--- src/hdl/rtcm3_pkg.sv ---
`default_nettype none

package rtcm3_pkg;

    localparam logic [7:0]  PREAMBLE = 8'hD3;
    localparam logic [23:0] CRC_POLY = 24'h864CFB;

    localparam int DATA_W = 8;
    localparam int LEN_W  = 10;
    localparam int CRC_W  = 24;

    // Output sequencer phase: three header bytes, the body byte, three CRC bytes.
    typedef enum logic [6:0] {
        PH_HDR0 = 7'b000_0001,
        PH_HDR1 = 7'b000_0010,
        PH_HDR2 = 7'b000_0100,
        PH_BODY = 7'b000_1000,
        PH_CRC0 = 7'b001_0000,
        PH_CRC1 = 7'b010_0000,
        PH_CRC2 = 7'b100_0000
    } t_phase;

    typedef struct packed {
        logic update;   // fold the byte into the CRC
        logic clear;    // start from zero before folding
    } t_crc_ctl;

    // One byte of CRC-24Q, most significant bit first.
    function automatic logic [CRC_W-1:0] crc24q_byte(
        input logic [CRC_W-1:0]  crc_in,
        input logic [DATA_W-1:0] data
    );
        logic [CRC_W-1:0] c;
        c = crc_in ^ {data, 16'h0000};
        for (int k = 0; k < 8; k++) begin
            if (c[CRC_W-1]) begin
                c = {c[CRC_W-2:0], 1'b0} ^ CRC_POLY;
            end else begin
                c = {c[CRC_W-2:0], 1'b0};
            end
        end
        return c;
    endfunction

endpackage

`default_nettype wire

--- src/hdl/rtcm3_frame_crc24q_builder_core.sv ---
// RTCM 3 frame builder with CRC-24Q.
// Slave channel: one message body byte per item. tdata[7:0] is the body byte,
// tdata[17:8] the body length, which is read only on the first byte of a
// frame (a length of zero is taken as one).
// Master channel: one frame byte per item in tdata[7:0]; tlast marks the last
// CRC byte of each frame.
// Each accepted body byte yields one output byte; the first byte of a frame
// adds three header bytes ahead of it, and the last adds three CRC bytes.
// An accepted item is held in one input register and sequenced out through
// one output register at one byte per cycle while the receiver is ready, so
// a body byte passes through both registers. Body bytes flow at one item per
// cycle unless the receiver stalls; tready stays low while the header and CRC
// bytes go out. Besides receiver stalls, the output sequencer is the only limit.
// Reset (synchronous, active low) clears the frame state, the CRC and the valid
// flags of both registers; the block then waits for the first byte of a new frame.
// When the receiver stalls, the output byte holds, the input register fills,
// and tready drops until the output register moves again.
`default_nettype none

module rtcm3_frame_crc24q_builder_core
    import rtcm3_pkg::*;
(
    input  wire logic        i_clk,
    input  wire logic        i_rst_n,
    input  wire logic        i_s_tvalid,
    output logic             o_s_tready,
    input  wire logic [23:0] i_s_tdata,   // [7:0] data_byte, [17:8] payload_length
    output logic             o_m_tvalid,
    input  wire logic        i_m_tready,
    output logic [7:0]       o_m_tdata,   // [7:0] out_byte
    output logic             o_m_tlast    // frame_last
);

    // Frame state, updated as items are accepted.
    logic             r_in_frame;
    logic [LEN_W-1:0] r_bytes_seen;
    logic [LEN_W-1:0] r_frame_len;

    // Held item.
    logic              r_hold_valid;
    logic [DATA_W-1:0] r_hold_data;
    logic [LEN_W-1:0]  r_hold_len;
    logic              r_hold_end;
    t_phase            r_phase;

    // Output register.
    logic              r_out_valid;
    logic [DATA_W-1:0] r_out_byte;
    logic              r_out_last;

    logic              w_out_free;
    logic              w_move;
    logic              w_item_done;
    logic              w_accept;
    logic [LEN_W-1:0]  w_len_in;
    logic [LEN_W-1:0]  w_eff_len;
    logic [LEN_W-1:0]  w_seen_next;
    logic              w_is_end;
    logic [DATA_W-1:0] w_emit_byte;
    t_phase            n_phase;
    t_crc_ctl          w_crc_ctl;
    logic [CRC_W-1:0]  w_crc;

    assign w_out_free  = !r_out_valid || i_m_tready;
    assign w_move      = r_hold_valid && w_out_free;
    assign w_item_done = w_move && (((r_phase == PH_BODY) && !r_hold_end) ||
                                    (r_phase == PH_CRC2));
    assign o_s_tready  = !r_hold_valid || w_item_done;
    assign w_accept    = i_s_tvalid && o_s_tready;

    assign w_len_in    = i_s_tdata[DATA_W +: LEN_W];
    assign w_eff_len   = r_in_frame ? r_frame_len :
                         ((w_len_in == '0) ? LEN_W'(1) : w_len_in);
    assign w_seen_next = (r_in_frame ? r_bytes_seen : '0) + LEN_W'(1);
    assign w_is_end    = (w_seen_next == w_eff_len);

    always_comb begin
        w_emit_byte = r_hold_data;
        n_phase     = r_phase;
        w_crc_ctl   = '{update: 1'b0, clear: 1'b0};
        unique case (r_phase)
            PH_HDR0: begin
                w_emit_byte = PREAMBLE;
                n_phase     = PH_HDR1;
                w_crc_ctl   = '{update: w_move, clear: 1'b1};
            end
            PH_HDR1: begin
                w_emit_byte = {6'b00_0000, r_hold_len[LEN_W-1:8]};
                n_phase     = PH_HDR2;
                w_crc_ctl   = '{update: w_move, clear: 1'b0};
            end
            PH_HDR2: begin
                w_emit_byte = r_hold_len[7:0];
                n_phase     = PH_BODY;
                w_crc_ctl   = '{update: w_move, clear: 1'b0};
            end
            PH_BODY: begin
                w_emit_byte = r_hold_data;
                n_phase     = PH_CRC0;
                w_crc_ctl   = '{update: w_move, clear: 1'b0};
            end
            PH_CRC0: begin
                w_emit_byte = w_crc[23:16];
                n_phase     = PH_CRC1;
            end
            PH_CRC1: begin
                w_emit_byte = w_crc[15:8];
                n_phase     = PH_CRC2;
            end
            PH_CRC2: begin
                w_emit_byte = w_crc[7:0];
                n_phase     = PH_CRC2;
            end
            default: begin
                w_emit_byte = r_hold_data;
                n_phase     = PH_BODY;
            end
        endcase
    end

    rtcm3_crc24q u_crc (
        .i_clk   (i_clk),
        .i_rst_n (i_rst_n),
        .i_ctl   (w_crc_ctl),
        .i_byte  (w_emit_byte),
        .o_crc   (w_crc)
    );

    always_ff @(posedge i_clk) begin
        if (!i_rst_n) begin
            r_in_frame   <= 1'b0;
            r_bytes_seen <= '0;
            r_frame_len  <= '0;
            r_hold_valid <= 1'b0;
            r_phase      <= PH_BODY;
            r_out_valid  <= 1'b0;
        end else begin
            if (w_accept) begin
                r_in_frame   <= !w_is_end;
                r_bytes_seen <= w_is_end ? '0 : w_seen_next;
                r_frame_len  <= w_eff_len;
                r_hold_valid <= 1'b1;
                r_phase      <= r_in_frame ? PH_BODY : PH_HDR0;
            end else begin
                if (w_item_done) begin
                    r_hold_valid <= 1'b0;
                end
                if (w_move) begin
                    r_phase <= n_phase;
                end
            end

            if (w_move) begin
                r_out_valid <= 1'b1;
            end else if (i_m_tready) begin
                r_out_valid <= 1'b0;
            end
        end
    end

    // Payload registers.
    always_ff @(posedge i_clk) begin
        if (w_accept) begin
            r_hold_data <= i_s_tdata[DATA_W-1:0];
            r_hold_len  <= w_eff_len;
            r_hold_end  <= w_is_end;
        end
        if (w_move) begin
            r_out_byte <= w_emit_byte;
            r_out_last <= (r_phase == PH_CRC2);
        end
    end

    assign o_m_tvalid = r_out_valid;
    assign o_m_tdata  = r_out_byte;
    assign o_m_tlast  = r_out_last;

endmodule

`default_nettype wire

--- src/hdl/rtcm3_crc24q.sv ---
`default_nettype none

module rtcm3_crc24q
    import rtcm3_pkg::*;
(
    input  wire logic              i_clk,
    input  wire logic              i_rst_n,
    input  wire t_crc_ctl          i_ctl,
    input  wire logic [DATA_W-1:0] i_byte,
    output logic      [CRC_W-1:0]  o_crc
);

    logic [CRC_W-1:0] r_crc;
    logic [CRC_W-1:0] n_crc;

    always_comb begin
        n_crc = r_crc;
        if (i_ctl.update) begin
            n_crc = crc24q_byte(i_ctl.clear ? '0 : r_crc, i_byte);
        end
    end

    always_ff @(posedge i_clk) begin
        if (!i_rst_n) begin
            r_crc <= '0;
        end else begin
            r_crc <= n_crc;
        end
    end

    assign o_crc = r_crc;

endmodule

`default_nettype wire

--- config.mk ---
export PLATFORM = sky130hd
export DESIGN_NAME = rtcm3_frame_crc24q_builder_core
export DESIGN_NICKNAME = d
export VERILOG_FILES = /design/src/hdl/rtcm3_pkg.sv /design/src/hdl/rtcm3_frame_crc24q_builder_core.sv /design/src/hdl/rtcm3_crc24q.sv
export SDC_FILE = /design/constraint.sdc
export NUM_CORES = 1
export LEC_CHECK = 0
export BUFFER_PORTS_ARGS = -buffer_cell sky130_fd_sc_hd__buf_2
export CORE_ASPECT_RATIO = 1.4
export CORE_MARGIN = 2
export CORE_UTILIZATION = 55
export CTS_BUF_LIST = sky130_fd_sc_hd__clkbuf_8
export CTS_CLUSTER_DIAMETER = 30
export DETAILED_ROUTE_END_ITERATION = 10
export GPL_TIMING_DRIVEN = 0
export PLACE_DENSITY_LB_ADDON = 0.25
export REMOVE_ABC_BUFFERS = 1
export SYNTH_ARGS = -nofsm -noshare
export SYNTH_HDL_FRONTEND = slang
export SYNTH_SLANG_ARGS = --single-unit
--- constraint.sdc ---
create_clock -name i_clk -period 7.6 [get_ports i_clk]
set_input_delay 2.28 -clock i_clk [delete_from_list [all_inputs] [get_ports i_clk]]
set_output_delay 2.28 -clock i_clk [all_outputs]
set_load 0.1 [all_outputs]
## Word level (Yosys, flattened, before mapping)

Cells that the tools add are included.

| word-level totals | value |
|---|---|
| bits of input ports | 28 |
| output and inout port bits | 11 |
| flip-flop bits (word level) | 82 |
| logic and storage cells | 77 |

| operators by class | value |
|---|---|
| eq/ne operators | 8 |
| multiplexer cells | 30 |
| bitwise operators | 9 |
| reductions and logical operators | 17 |
| add/sub/neg operators | 1 |

Operator list:

| cell | count |
|---|---|
| two-way mux 24 bit | 16 |
| inverter 13 bit | 8 |
| case mux 8 bit (6 select lines) | 1 |
| two-way mux 10 bit | 4 |
| case mux 7 bit (5 select lines) | 1 |
| bitwise XOR 24 bit | 1 |
| two-way mux 7 bit | 2 |
| adder 10 x 1 -> 10 bit (second input constant) | 1 |
| equality test 10 bit | 1 |
| zero test 10 bit | 1 |
| equality test 7 x 1 -> 1 bit (second input constant) | 1 |
| equality test 7 x 2 -> 1 bit (second input constant) | 1 |
| equality test 7 x 3 -> 1 bit (second input constant) | 1 |
| equality test 7 x 4 -> 1 bit (second input constant) | 1 |
| equality test 7 x 5 -> 1 bit (second input constant) | 1 |
| equality test 7 x 6 -> 1 bit (second input constant) | 1 |
| equality test 7 bit (second input constant) | 1 |
| nonzero test 2 bit | 3 |
| logical AND 1 bit | 4 |
| zero test 1 bit | 4 |
| two-way mux 1 bit | 4 |
| two-way mux 4 bit | 1 |
| case mux 2 bit (2 select lines) | 1 |
| logical OR 1 bit | 3 |
| 2 further kinds | 2 |

## Logic depth before layout (Yosys ltp)

| logic depth | value |
|---|---|
| depth after elaboration | 29 |
| gate-level depth with buffers | 14 |
| gate-level depth less buffers | 12 |

## Hierarchy

From an unflattened synthesis, not the netlist that was laid out.

| unflattened totals | value |
|---|---|
| cells, all modules | 534 |
| area total of the unflattened synthesis | 4,992.3 um^2 |

By module, submodules not included:

| module | cells an instance | instances | area an instance (um^2) |
|---|---|---|---|
| rtcm3_frame_crc24q_builder_core | 315 | 1 | 3,014.1 |
| rtcm3_crc24q | 219 | 1 | 1,978.1 |

## Worst setup path before layout

OpenSTA, ideal clock, no wires.

| timing | value |
|---|---|
| path kind | input -> output |
| from | input port i_m_tready |
| to | output port o_s_tready |
| cell stages on the path | 3 |
| path buffers | 0 |
| arrival time | 3.212 ns |
| slack | 2.108 ns |
| cells stage by stage | nand2b_1 o21ai_0 nand2_1 |

| between the ends | value |
|---|---|
| word-level cells in the longest chain between the ends | 4 |

RTL lines:

| item | RTL line | text |
|---|---|---|
| start, declared | rtcm3_frame_crc24q_builder_core.sv:29 | `input wire logic i_m_tready,` |
| logical OR 1 bit | rtcm3_frame_crc24q_builder_core.sv:64 | `assign w_out_free = !r_out_valid \|\| i_m_tready;` |
| logical AND 1 bit | rtcm3_frame_crc24q_builder_core.sv:65 | `assign w_move = r_hold_valid && w_out_free;` |
| logical AND 1 bit | rtcm3_frame_crc24q_builder_core.sv:66 | `assign w_item_done = w_move && (((r_phase == PH_BODY) && !r_hold_end) \|\|` |
| logical OR 1 bit | rtcm3_frame_crc24q_builder_core.sv:68 | `assign o_s_tready = !r_hold_valid \|\| w_item_done;` |
| end, declared | rtcm3_frame_crc24q_builder_core.sv:26 | `output logic o_s_tready,` |

Every way passes these cells.

## Worst setup path in the final report

Ends and elaborated chain as after synthesis.

==> flow_summary.json <==
{
  "power.total_mw": 1.53,
  "r2r-end": "u_crc.o_crc[23]",
  "top_layer": "met4",
  "drtPass1Iterations": 7,
  "crit_slowest_cell": "buf_2",
  "place_ws_ns": 2.17,
  "power_frac_seq": 0.363,
  "ctsHoldBuffers": 0,
  "nets": 563,
  "internal-power_mw": 0.951,
  "r2r_cells": 9,
  "critical_path.top_delay_family": "buffers and inverters",
  "min_from": "r_frame_len[0]",
  "ys_warn_count": 0,
  "finalHoldViolCount": 0,
  "cts_tree": "done",
  "sw_frac_of_total": 0.380,
  "cts_resized": 0,
  "grt_pass1_vias": 3816,
  "grt_max_degree": 41,
  "fin_setup_tns_ns": 0,
  "numCtsBuffers": 9,
  "fin_crit_sh": 0.713,
  "final_cell_mix": "60 x nand2_1, 54 x dfxtp_1, 53 x xnor2_1",
  "drive_gt1_frac": 0.137,
  "synthDistinctLibCells": 70,
  "core_area_sq_um": 8560,
  "critPathMaxFanout": 4,
  "min_period_ns": 5.42,
  "final_common_cell": "nand2_1",
  "synth_seq_cells": 82,
  "critPathArrivalTime_ns": 3.14,
  "synth_area_sq_um": 4800,
  "seq_area_frac_synth": 0.400,
  "p_comb_frac": 0.465,
  "syn_inst": 515,
  "path_class": "input pin to output port",
  "die_area_sq_um": 9510,
  "insertion_delay_ns": 0.36,
  "clock_sinks": 82,
  "slew_headroom": 0.239,
  "wl_met1_um": 4350,
  "layout_setup_ws_ns": 2.18,
  "max_stage_delay_ns": 0.43,
  "r2r_slack_ns": 3.37,
  "path_clk_slew_ns": 0.08,
  "core.rowCount": 40,
  "grt_setup_unrepaired": "no",
  "diodes": 0,
  "async_flop_share": 0,
  "skew_ns": 0.00705,
  "whs_ns": 0.470,
  "finalWeightedCongestion": 0.899,
  "whs_endpoint": "r_frame_len[0]",
  "switchingPower_mw": 0.582,
  "place_inst": 627,
  "ant_nets": 0,
  "report.final.slew_viol_count": 0,
  "place_area_sq_um": 5000,
  "yosys.area.top_type": "dfxtp_1",
  "hold_class": "flop to flop",
  "cts-root-buf": "clkbuf_8",
  "antenna_found_initial": 0,
  "gr-total-overflow": 0,
  "crit_top_cell": "buf_2",
  "cp.required_ns": 5.32,
  "final_area_sq_um": 5190,
  "htreeDepth": 3,
  "grt_pass1_wl_um": 18500,
  "endpoint_kind": "output port",
  "cp-start-kind": "input pin",
  "port_buffers": 32,
  "power_leakage_nw": 1.93,
  "cts_setup_buffers": 0,
  "drc": 0,
  "areaGrowthSynthToFinish_pct": 8.00,
  "instances_no_fill": 644,
  "fmax_ghz": 0.184,
  "cp_cell_sequence": "buf_2 > nand2b_1 > o21ai_0 > nand2_1 > buf_2",
  "wl_um": 11400,
  "syn_area_per_cell_sq_um": 9.33,
  "power.density_nw_per_um2": 295,
  "status": "completed",
  "routedWlPerCell_um": 17.8,
  "clk_path_buf_depth": 2,
  "r2r-start": "r_phase[5]",
  "dr_wl_met2_um": 6290,
  "drv_cap": 0,
  "vias_per_cell": 6.00,
  "die_w_um": 83.0,
  "wl_met3_um": 409,
  "drtIter0Drc": 268,
  "die_y_um": 115,
  "p_clk_frac": 0.172,
  "hpwlAfterDp_um": 8450,
  "fin_util": 0.606,
  "vias": 3867,
  "start_util": 0.561,
  "synth-edff-count": 28,
  "synth_flop_cell": "dfxtp_1",
  "critPathBufInv": 2,
  "synth_top_area_frac": 0.225,
  "ir_worst_vdd_mv": 0.287,
  "setup_viol_count_final": 0,
  "holdPathStages": 2,
  "synthTopCellsByArea": "dfxtp_1 23%, edfxtp_1 18%, xnor2_1 9.7%",
  "grt_usage": 0.248,
  "worst_slew_pin_slew_ns": 1.13,
  "boundaryPins": 39
}
[worst reg2reg max path, delay by kind of cell, from the launching register on]
| kind | cells | cell delay [ns] |
|---|---|---|
| xor+xnor | 4 | 1.38 |
| simple gates | 2 | 1.37 |
| compound gates | 3 | 0.89 |
| flops | 1 | 0.49 |
[cell usage after synthesis, drive strengths merged (2+ instances only)]
cell type,count
nand2,61
xnor2,55
dfxtp,54
nor2,48
edfxtp,28
inv,25
a211oi,23
a21oi,23
clkbuf,21
o21ai,19
xor2,17
nand3,16
nor3,10
mux2i,9
a22o,8
o211ai,7
a31oi,6
nor4,6
buf,5
a221oi,4
and2,4
and3,4
nand3b,4
nand4,4
nor2b,4
or4b,4
xor3,4
a22oi,3
a32o,3
and4,3
nand2b,3
nor4b,3
or3,3
xnor3,3
o21a,2
o41ai,2
or4,2
[cells by family (layout without fill, tap and decap cells)]
kind of cell	Yosys count	count (layout)	share of synthesized area
and+or+nand+nor	182	182	0.195
DFF	82	82	0.400
adders and majority gates	1	1	0.00260
muxes	9	9	0.0188
xor gates and xnor gates	79	79	0.171
AOI/OAI and AO/OA	111	111	0.170
buffers and inverters	51	75	0.0422
[worst max-delay path by stage]
| stage | from | end | cells past startpoint |
|---|---|---|---|
| floorplan | i_m_tready | o_s_tready | 3 |
| global placement | i_m_tready | o_s_tready | 5 |
| detailed placement | i_m_tready | o_s_tready | 5 |
| CTS | i_m_tready | o_s_tready | 5 |
| global route | i_m_tready | o_s_tready | 5 |
| finish | i_m_tready | o_s_tready | 5 |
[layer usage]
metal	vias up	track usage
met5	-	0
met4	0	0.137
met3	31	0.0332
met1	1862	0.254
met2	109	0.480
li1	1865	-
[state kept, by name, summed over array words and instances (netlist names)]
| register | flops |
|---|---|
| r_bytes_seen | 10 |
| o_m_tdata | 8 |
| o_m_tlast | 1 |
| u_crc.o_crc | 24 |
| r_phase | 7 |
| r_in_frame | 1 |
| r_frame_len | 10 |
| r_hold_end | 1 |
| r_hold_valid | 1 |
| r_hold_len | 10 |
| r_hold_data | 8 |
| o_m_tvalid | 1 |
[power groups by stage]
stage / Clock, mW / Sequential (mW) / Combinational (mW)
2_1_floorplan: 0 / 0.577 / 0.562
3_3_place_gp: 0 / 0.564 / 0.693
3_5_place_dp: 0 / 0.566 / 0.706
4_1_cts: 0.270 / 0.556 / 0.710
5_1_grt: 0.288 / 0.562 / 0.762
6_report: 0.263 / 0.557 / 0.713
[final cells by class]
class                      count  area (sq um)
sequential                    82          1920
clock inverter                 7          31.3
inverter                      25          93.8
fill                         715          3370
multi-input combinational    382          2680
tap                          105           131
clock buffer                   9           124
timing repair buffer          34           203
No activity file was read; power rests on OpenSTA's default activity.
